$ cat src/hw/rtl/rsnh_pkg.sv
// Shared types, constants and command encodings for the ray nearest-hit core.
package rsnh_pkg;

  localparam int COORD_BITS    = 32;
  localparam int FRAC_BITS     = 16;
  localparam int ID_BITS       = 16;
  localparam int DIR_BITS      = 18;
  localparam int LAYER_BITS    = 5;
  localparam int UDIST_BITS    = 31;
  localparam int CFG_IDX_BITS  = 3;
  localparam int CFG_DATA_BITS = 32;

  localparam int DIV_STEPS  = COORD_BITS + 1 + FRAC_BITS;
  localparam int SQRT_STEPS = 32;
  localparam int STEP_BITS  = $clog2(SQRT_STEPS);
  localparam int CNT_BITS   = $clog2(DIV_STEPS + 1);

  localparam logic signed [63:0]           UNBOUNDED    = 64'sh4000_0000_0000_0000;
  localparam logic [UDIST_BITS-1:0]        MAX_DIST_RST = '1;
  localparam logic signed [DIR_BITS-1:0]   DIR_ONE      = DIR_BITS'(1 << FRAC_BITS);
  localparam logic                         KIND_CIRCLE  = 1'b1;

  typedef enum logic [CFG_IDX_BITS-1:0] {
    REG_ORIGIN_X = 3'd0,
    REG_ORIGIN_Y = 3'd1,
    REG_DIR_X    = 3'd2,
    REG_DIR_Y    = 3'd3,
    REG_LAYER    = 3'd4,
    REG_MAX_DIST = 3'd5
  } cfg_reg_t;

  typedef enum logic [4:0] {
    ST_IDLE, ST_LAYER,
    ST_BAX, ST_BDVA, ST_BSVA, ST_BSTB, ST_BDVB, ST_BSVB, ST_BT,
    ST_CEDGE, ST_CRR, ST_CACC1, ST_CPROJ, ST_CACC2, ST_COUT, ST_CCHK,
    ST_CPNTX, ST_CPNTY, ST_CFAR, ST_CACC3, ST_CINSQ, ST_CSQCHK, ST_CSQRT, ST_CDIST,
    ST_BEST, ST_PTX, ST_COMMIT, ST_DONE
  } ctrl_state_t;

  typedef enum logic [3:0] {
    M_NONE, M_RR, M_EXD, M_EYD, M_EXX, M_EYY, M_PJX, M_PJY, M_PXX, M_PYY, M_TX, M_TY
  } mul_op_t;

  typedef enum logic [4:0] {
    A_NONE, A_LOAD, A_EDGE, A_SAVE_RR, A_SAVE_ACC, A_PROJ, A_OUTSIDE, A_PNTX, A_PNTY,
    A_INSQ, A_SQRT_STEP, A_CDIST, A_DIV_START, A_DIV_STEP, A_SAVE_QA, A_SLAB_SET,
    A_SLAB_UNB, A_BOX_T, A_PTX, A_COMMIT, A_OUTPUT
  } alu_op_t;

  typedef struct packed {
    mul_op_t              mul_op;
    alu_op_t              alu_op;
    logic                 axis;
    logic                 hi_sel;
    logic [STEP_BITS-1:0] step;
  } dp_cmd_t;

  typedef struct packed {
    logic layer_ok;
    logic circle;
    logic dz;
    logic in_slab;
    logic circ_reject;
    logic far_p;
    logic sq_ok;
    logic better;
  } dp_stat_t;

endpackage

$ cat src/hw/rtl/rsnh_ctrl.sv
// Controller: sequences the datapath for box and circle tests and runs the handshakes.
module rsnh_ctrl import rsnh_pkg::*; (
  input  logic     clk,
  input  logic     rst_n,
  input  logic     in_valid,
  output logic     in_ready,
  output logic     out_valid,
  input  logic     out_ready,
  input  dp_stat_t stat,
  output dp_cmd_t  cmd
);

  ctrl_state_t         state_r, state_nxt;
  logic [CNT_BITS-1:0] cnt_r, cnt_nxt;
  logic                ax_r, ax_nxt;
  logic                out_valid_r, out_valid_nxt;

  assign out_valid = out_valid_r;

  always_ff @(posedge clk) begin
    if (!rst_n) begin
      state_r     <= ST_IDLE;
      cnt_r       <= '0;
      ax_r        <= 1'b0;
      out_valid_r <= 1'b0;
    end else begin
      state_r     <= state_nxt;
      cnt_r       <= cnt_nxt;
      ax_r        <= ax_nxt;
      out_valid_r <= out_valid_nxt;
    end
  end

  always_comb begin
    state_nxt     = state_r;
    cnt_nxt       = cnt_r;
    ax_nxt        = ax_r;
    out_valid_nxt = out_valid_r && !out_ready;
    in_ready      = 1'b0;
    cmd.mul_op    = M_NONE;
    cmd.alu_op    = A_NONE;
    cmd.axis      = ax_r;
    cmd.hi_sel    = 1'b0;
    cmd.step      = cnt_r[STEP_BITS-1:0];
    unique case (state_r)
      ST_IDLE: begin
        in_ready = 1'b1;
        if (in_valid) begin
          cmd.alu_op = A_LOAD;
          state_nxt  = ST_LAYER;
        end
      end
      ST_LAYER: begin
        ax_nxt = 1'b0;
        if (!stat.layer_ok) begin
          state_nxt = ST_DONE;
        end else if (stat.circle) begin
          state_nxt = ST_CEDGE;
        end else begin
          state_nxt = ST_BAX;
        end
      end
      ST_BAX: begin
        if (stat.dz) begin
          if (!stat.in_slab) begin
            state_nxt = ST_BEST;
          end else begin
            cmd.alu_op = A_SLAB_UNB;
            if (ax_r) begin
              state_nxt = ST_BT;
            end else begin
              ax_nxt = 1'b1;
            end
          end
        end else begin
          cmd.alu_op = A_DIV_START;
          cnt_nxt    = '0;
          state_nxt  = ST_BDVA;
        end
      end
      ST_BDVA, ST_BDVB: begin
        cmd.alu_op = A_DIV_STEP;
        cnt_nxt    = cnt_r + 1'b1;
        if (cnt_r == CNT_BITS'(DIV_STEPS - 1)) begin
          state_nxt = (state_r == ST_BDVA) ? ST_BSVA : ST_BSVB;
        end
      end
      ST_BSVA: begin
        cmd.alu_op = A_SAVE_QA;
        state_nxt  = ST_BSTB;
      end
      ST_BSTB: begin
        cmd.alu_op = A_DIV_START;
        cmd.hi_sel = 1'b1;
        cnt_nxt    = '0;
        state_nxt  = ST_BDVB;
      end
      ST_BSVB: begin
        cmd.alu_op = A_SLAB_SET;
        if (ax_r) begin
          state_nxt = ST_BT;
        end else begin
          ax_nxt    = 1'b1;
          state_nxt = ST_BAX;
        end
      end
      ST_BT: begin
        cmd.alu_op = A_BOX_T;
        state_nxt  = ST_BEST;
      end
      ST_CEDGE: begin
        cmd.mul_op = M_RR;
        cmd.alu_op = A_EDGE;
        state_nxt  = ST_CRR;
      end
      ST_CRR: begin
        cmd.mul_op = M_EXD;
        cmd.alu_op = A_SAVE_RR;
        state_nxt  = ST_CACC1;
      end
      ST_CACC1: begin
        cmd.mul_op = M_EYD;
        cmd.alu_op = A_SAVE_ACC;
        state_nxt  = ST_CPROJ;
      end
      ST_CPROJ: begin
        cmd.mul_op = M_EXX;
        cmd.alu_op = A_PROJ;
        state_nxt  = ST_CACC2;
      end
      ST_CACC2: begin
        cmd.mul_op = M_EYY;
        cmd.alu_op = A_SAVE_ACC;
        state_nxt  = ST_COUT;
      end
      ST_COUT: begin
        cmd.alu_op = A_OUTSIDE;
        state_nxt  = ST_CCHK;
      end
      ST_CCHK: begin
        if (stat.circ_reject) begin
          state_nxt = ST_BEST;
        end else begin
          cmd.mul_op = M_PJX;
          state_nxt  = ST_CPNTX;
        end
      end
      ST_CPNTX: begin
        cmd.mul_op = M_PJY;
        cmd.alu_op = A_PNTX;
        state_nxt  = ST_CPNTY;
      end
      ST_CPNTY: begin
        cmd.alu_op = A_PNTY;
        state_nxt  = ST_CFAR;
      end
      ST_CFAR: begin
        if (stat.far_p) begin
          state_nxt = ST_BEST;
        end else begin
          cmd.mul_op = M_PXX;
          state_nxt  = ST_CACC3;
        end
      end
      ST_CACC3: begin
        cmd.mul_op = M_PYY;
        cmd.alu_op = A_SAVE_ACC;
        state_nxt  = ST_CINSQ;
      end
      ST_CINSQ: begin
        cmd.alu_op = A_INSQ;
        state_nxt  = ST_CSQCHK;
      end
      ST_CSQCHK: begin
        cnt_nxt   = '0;
        state_nxt = stat.sq_ok ? ST_CSQRT : ST_BEST;
      end
      ST_CSQRT: begin
        cmd.alu_op = A_SQRT_STEP;
        cnt_nxt    = cnt_r + 1'b1;
        if (cnt_r == CNT_BITS'(SQRT_STEPS - 1)) begin
          state_nxt = ST_CDIST;
        end
      end
      ST_CDIST: begin
        cmd.alu_op = A_CDIST;
        state_nxt  = ST_BEST;
      end
      ST_BEST: begin
        if (stat.better) begin
          cmd.mul_op = M_TX;
          state_nxt  = ST_PTX;
        end else begin
          state_nxt = ST_DONE;
        end
      end
      ST_PTX: begin
        cmd.mul_op = M_TY;
        cmd.alu_op = A_PTX;
        state_nxt  = ST_COMMIT;
      end
      ST_COMMIT: begin
        cmd.alu_op = A_COMMIT;
        state_nxt  = ST_DONE;
      end
      ST_DONE: begin
        if (!out_valid_r || out_ready) begin
          cmd.alu_op    = A_OUTPUT;
          out_valid_nxt = 1'b1;
          state_nxt     = ST_IDLE;
        end
      end
      default: state_nxt = ST_IDLE;
    endcase
  end

  a_busy_after_accept: assert property (@(posedge clk) disable iff (!rst_n)
    (in_valid && in_ready) |=> (state_r != ST_IDLE))
    else $error("controller idle right after accepting an object");

  a_div_count: assert property (@(posedge clk) disable iff (!rst_n)
    (state_r == ST_BDVA || state_r == ST_BDVB) |-> (cnt_r < CNT_BITS'(DIV_STEPS)))
    else $error("divider step count overrun");

  a_done_publishes: assert property (@(posedge clk) disable iff (!rst_n)
    (state_r == ST_DONE && !out_valid_r) |=> out_valid_r)
    else $error("finished result not published");

endmodule

$ cat config.mk
export PLATFORM = sky130hd
export DESIGN_NAME = rsnh_ctrl
export DESIGN_NICKNAME = d
export VERILOG_FILES = /design/src/hw/rtl/rsnh_pkg.sv /design/src/hw/rtl/rsnh_ctrl.sv
export SDC_FILE = /design/constraint.sdc
export NUM_CORES = 1
export LEC_CHECK = 0
export BUFFER_PORTS_ARGS = -buffer_cell sky130_fd_sc_hd__buf_2
export CAP_MARGIN = 20
export CORE_ASPECT_RATIO = 0.9
export CORE_MARGIN = 2
export CORE_UTILIZATION = 45
export DETAILED_ROUTE_END_ITERATION = 7
export GPL_ROUTABILITY_DRIVEN = 0
export GPL_TIMING_DRIVEN = 0
export HOLD_SLACK_MARGIN = 0.1
export PLACE_DENSITY_LB_ADDON = 0.2
export SYNTH_ARGS = -nofsm -noshare
export SYNTH_HDL_FRONTEND = slang
export SYNTH_SLANG_ARGS = --single-unit
export TNS_END_PERCENT = 20
$ cat constraint.sdc
create_clock -name clk -period 1.6 [get_ports clk]
set_input_delay 0 -clock clk [delete_from_list [all_inputs] [get_ports clk]]
set_output_delay 0 -clock clk [all_outputs]
set_load 0.02 [all_outputs]
Yosys cells after proc, flatten, opt, wreduce, memory -nomap -nowiden
Index checks and enable logic that the tools add are counted.

storage, ports and cells
  input port bits = 12
  logic and storage cells = 91
  flip-flop bits (word level) = 13

cells by class
  reductions and logical operators = 15
  mux-type cells = 34
  $add $sub $neg = 1
  eq/ne operators = 37

operators with widths
  cell                                                 number
  one-hot mux 5 bit (26 select lines)                  1
  one-hot mux 5 bit (20 select lines)                  1
  equality test 5 bit, second input constant           12
  two-way mux 5 bit                                    11
  one-hot mux 4 bit (11 select lines)                  1
  equality test 5 x 4 -> 1 bit, second input constant  8
  two-way mux 4 bit                                    7
  equality test 5 x 3 -> 1 bit, second input constant  4
  one-hot mux 6 bit (3 select lines)                   1
  inequality test 2 bit, second input constant         7
  equality test 5 x 2 -> 1 bit, second input constant  2
  two-way mux 1 bit                                    7
  adder 6 x 1 -> 6 bit, second input constant          1
  equality test 6 x 5 -> 1 bit, second input constant  1
  equality test 6 bit, second input constant           1
  two-way mux 6 bit                                    1
  nonzero test 3 bit                                   2
  OR reduction 2 bit                                   3
  OR reduction 3 bit                                   2
  equality test 5 x 1 -> 1 bit, second input constant  1
  zero test 5 bit                                      1
  AND reduction 5 bit                                  1
  two-way mux 2 bit                                    2
  inequality test 4 bit, second input constant         1
  other kinds (7)                                      8

Logic depth before layout (Yosys ltp)
  word-level depth = 4
  gate-level depth with buffers = 7

Least setup slack after synthesis
OpenSTA, ideal clock, no wires.

  path kind = reg2out
  from = reg state_r[4]
  to = out cmd[11] (netlist name)
  buffers on the path = 3
  slack = 50 ps
  arrival time = 1,550 ps
  cell stages (with the launch flop) = 7
  cell sequence = dfxtp_1 -> buf_2 -> buf_4 -> buf_2 -> xnor2_1 -> o21ai_0 -> o21ai_0

RTL lines
  what                      line             source
  start: declaration        rsnh_ctrl.sv:13  ctrl_state_t state_r, state_nxt;
  start signal: assignment  rsnh_ctrl.sv:27  state_r <= state_nxt;
  end: declaration          rsnh_ctrl.sv:10  output dp_cmd_t cmd

==> results.yml <==
logic_synthesis:
  ys_seq_area_share_pct: 17.3
  synthCells: 212
  synthesis.nets: 226
  synth_compound_area_share_pct: 29.8
  avgSynthCellArea_um2: 7.08
  synth-edff-count: 0
  async_flop_share_pct: 0
  ys.flop_type: "dfxtp_1"
  synth_top_area_share_pct: 17.3
  yosys-top-cells-area: "dfxtp_1 (17%), nor2_1 (7.5%), a21oi_1 (5.0%), buf_4 (5.0%), nand2_1 (4.5%)"
  synth.distinct_cells: 56
  ys_ff_latch: 13
  synth_top_family_by_area: "simple AND/OR/NAND/NOR gates"
  synth_simple_gate_area_share_pct: 32.4
  synth_warnings: 0
  yosys.area_share.adder_pct: 1.67
  synthMuxAreaShare_pct: 2.67
  synth_top_area_cell: "dfxtp_1"
  syn_area_mm2: 0.00150
  synth_xor_area_share_pct: 4.09
sta:
  worst_pin_slew_ns: 0.399
  setup_violations: 7
  slew_headroom_pct: 73.3
  finClkSkew_ns: 0.00728
  post-route-period-util_pct: 106
  fmax_ghz: 0.592
  layout_setup_ws_ns: -0.0887
  hold_violations: 0
  drv_slew: 0
  rsz0062_at_grt: "yes"
  min_period_ns: 1.69
  fin_hold_ws_ns: 0.261
place:
  post-place-cells: 283
  port-buffer-count: 29
  place_ws_ns: -0.149
  dp_hpwl_um: 3320
worst_setup_path:
  r2r-end: "state_r[2]"
  crit_path_start_kind: "flip-flop"
  crit_arrival_ns: 1.69
  crit_chain: "buf_8 > buf_6 > or3_4 > nor3b_4 > a31oi_1 > o21ai_1 > buf_4"
  crit_family: "simple AND/OR/NAND/NOR gates"
  critPathCaptureType: "output pin"
  rr_startpoint: "cnt_r[0]"
  crit_type: "flip-flop to output pin"
  path_buf_inv: 3
  cpPeakStageDelay_ns: 0.35
  ff2ff_path_depth: 6
  cp_data_required_time_ns: 1.60
  crit_fanout: 5
  slowest_stage: "or3_4"
  r2r_slack_ns: -0.05
power_and_ir_drop:
  combPwrFrac_pct: 78.5
  p_clk_share_pct: 7.8
  seqPwrFrac_pct: 13.7
  power_leakage_nw: 0.823
  switching_share_pct: 49.9
  internal-power_mw: 1.85
  p_switching_mw: 1.84
  vdd_drop_max_mv: 1.04
  power_density_mw_per_mm2: 1850
global_route:
  antenna_found_initial: 0
  grt_usage_pct: 25.8
  grt_pass1_wl_um: 7660
  grt_max_degree: 11
  gr-total-overflow: 0
  grt_pass1_vias: 1537
detailed_routing:
  route.detailed.drc: 0
  via_per_inst: 6.05
  ant_nets: 0
  routedWlPerCell_um: 16.5
  drtIter0Drc: 184
  drt-pass1-iter-count: 5
  drt-total-wl_um: 4910
  num_vias: 1798
worst_hold_path:
  whs_path_depth: 5
  hp-start: "stat[4]"
  hold_end: "ax_r"
  hold_class: "input pin to flip-flop"
floorplanning:
  core_region_area_mm2: 0.00311
  die_w_um: 64.9
  dieHeight_um: 58.8
  ios: 30
  die_area_mm2: 0.00381
  num_rows: 19
  start_util_pct: 48.2
job:
  maxCapViolCount: 0
cts:
  cts_tree: "done"
  cts.path.max_buffers: 2
  ctsHtreeMaxLevel: 1
  path_clk_slew_ns: 0.06
  cts_root_buf: "clkbuf_8"
  cts_buffers: 3
  clkLatencyLatePin_ns: 0.24
  numClockSinks: 13
finish:
  final_cells: 297
  diodes: 0
  fin_nets: 270
  fillerInstances: 288
  drive_gt1_share_pct: 36.9
  synthToLayoutAreaGrowth_pct: 32.8
status:
  violations: "setup timing"
  outcome: "finished with violations"
-- cell usage after synthesis (all sizes together), types with 2 or more instances --
cell and number:
nor2 30, buf 21, nand2 18, a21oi 15, o21ai 15, dfxtp 13
inv 9, xnor2 7, nor3 6, a31oi 5, nand2b 5, a211oi 4
mux2i 4, nand3 4, nor2b 4, nor3b 4, or3 4, and2b 3
o31ai 3, o32ai 3, a21o 2, a31o 2, a32oi 2, and4 2
and4bb 2, ha 2, nand4 2, nor4 2, o21a 2, o31a 2
or2 2
-- cell families after synthesis --
family,count (synthesis)
AND/OR/NAND/NOR,90
multiplexers,4
flip-flops,13
buffers and inverters,31
XOR/XNOR,7
AO/OA/AOI/OAI,65
adder cells (fa/ha/maj),2
-- routing by layer --
metal,global-route usage (%),share of wire (%),up-vias
li1,-,-,847
met1,37.3,42,807
met2,37.8,43,132
met3,7.84,14,12
met4,5.17,1.5,0
met5,0,0,-
-- through the flow --
| stage | total power, mW | setup TNS [ns] | cell area, µm² | util (%) |
|---|---|---|---|---|
| global route | 3.89 | -0.922 | 1990 | 64.0 |
| global placement | 2.83 | -1.32 | 1700 | 54.5 |
| finish | 3.69 | -0.218 | 1990 | 64.0 |
| detailed placement | 2.82 | -1.30 | 1700 | 54.5 |
| floorplan | 2.23 | 0 | 1500 | - |
| CTS | 3.40 | -0.191 | 1900 | 61.1 |
-- flip-flops by register name (all words and copies together) (netlist names) --
register   count
out_valid      1
cnt_r          6
state_r        5
ax_r           1
-- worst max-delay path by stage --
| stage | endpoint | slack (ns) | start | cells past startpoint |
|---|---|---|---|---|
| finish | cmd[13] | -0.09 | state_r[2] | 7 |
| global route | cmd[13] | -0.16 | state_r[2] | 7 |
| CTS | cmd[13] | -0.09 | state_r[2] | 7 |
| detailed placement | cnt_r[5] | -0.15 | state_r[2] | 7 |
| global placement | cnt_r[5] | -0.16 | state_r[2] | 7 |
| floorplan | cmd[11] | 0.05 | state_r[4] | 6 |
-- power by group through the flow --
stage / clock [mW] / sequential [mW] / combinational, mW
6_report: 0.287 / 0.507 / 2.90
5_1_grt: 0.312 / 0.512 / 3.06
4_1_cts: 0.293 / 0.488 / 2.62
3_5_place_dp: 0 / 0.476 / 2.34
3_3_place_gp: 0 / 0.474 / 2.35
2_1_floorplan: 0 / 0.454 / 1.77
-- layout by cell type (no fill, tap or decap), types with 3 or more instances in the layout --
cell type | Yosys | routed
nor2_1 | 30 | 29
buf_2 | 9 | 28
buf_4 | 10 | 18
nand2_1 | 18 | 17
a21oi_1 | 15 | 14
inv_1 | 9 | 9
buf_6 | 2 | 9
o21ai_0 | 12 | 9
xnor2_1 | 7 | 7
a31oi_1 | 5 | 5
nand2b_1 | 5 | 5
nor3_1 | 5 | 5
dfxtp_1 | 13 | 5
o21ai_1 | 3 | 4
mux2i_1 | 4 | 4
nand3_1 | 4 | 4
dfxtp_2 | 0 | 4
dfxtp_4 | 0 | 4
buf_8 | 0 | 3
o31ai_1 | 3 | 3
nor2b_1 | 4 | 3
clkbuf_8 | 0 | 3
-- worst min-delay path, stage by stage --
cell and delay [ns]:
buf_2 0.11, a31oi_1 0.16, nor2_1 0.05, nor2_1 0.08
a311oi_1 0.05
-- what timing repair did --
action / in CTS / in global routing
hold buffers: 2 / 0
hold endpoints to repair: 3 / 0
endpoints found under the setup margin: 20 / 20
gates resized for setup: 35 / 24
buffers inserted: 5 / 2
pin swaps: 3 / 5
gates cloned: 0 / 1
-- final cells by class --
class                      count  area, µm²  share of cell area, %
buffer                        22        210                   10.6
clock buffer                   4       45.0                   2.26
inverter                       9       33.8                   1.70
multi-input combinational    168       1130                   56.9
sequential                    13        280                   14.1
tap                           42       52.6                   2.64
timing repair buffer          39        236                   11.9
Power figures use the tool's default switching activity.
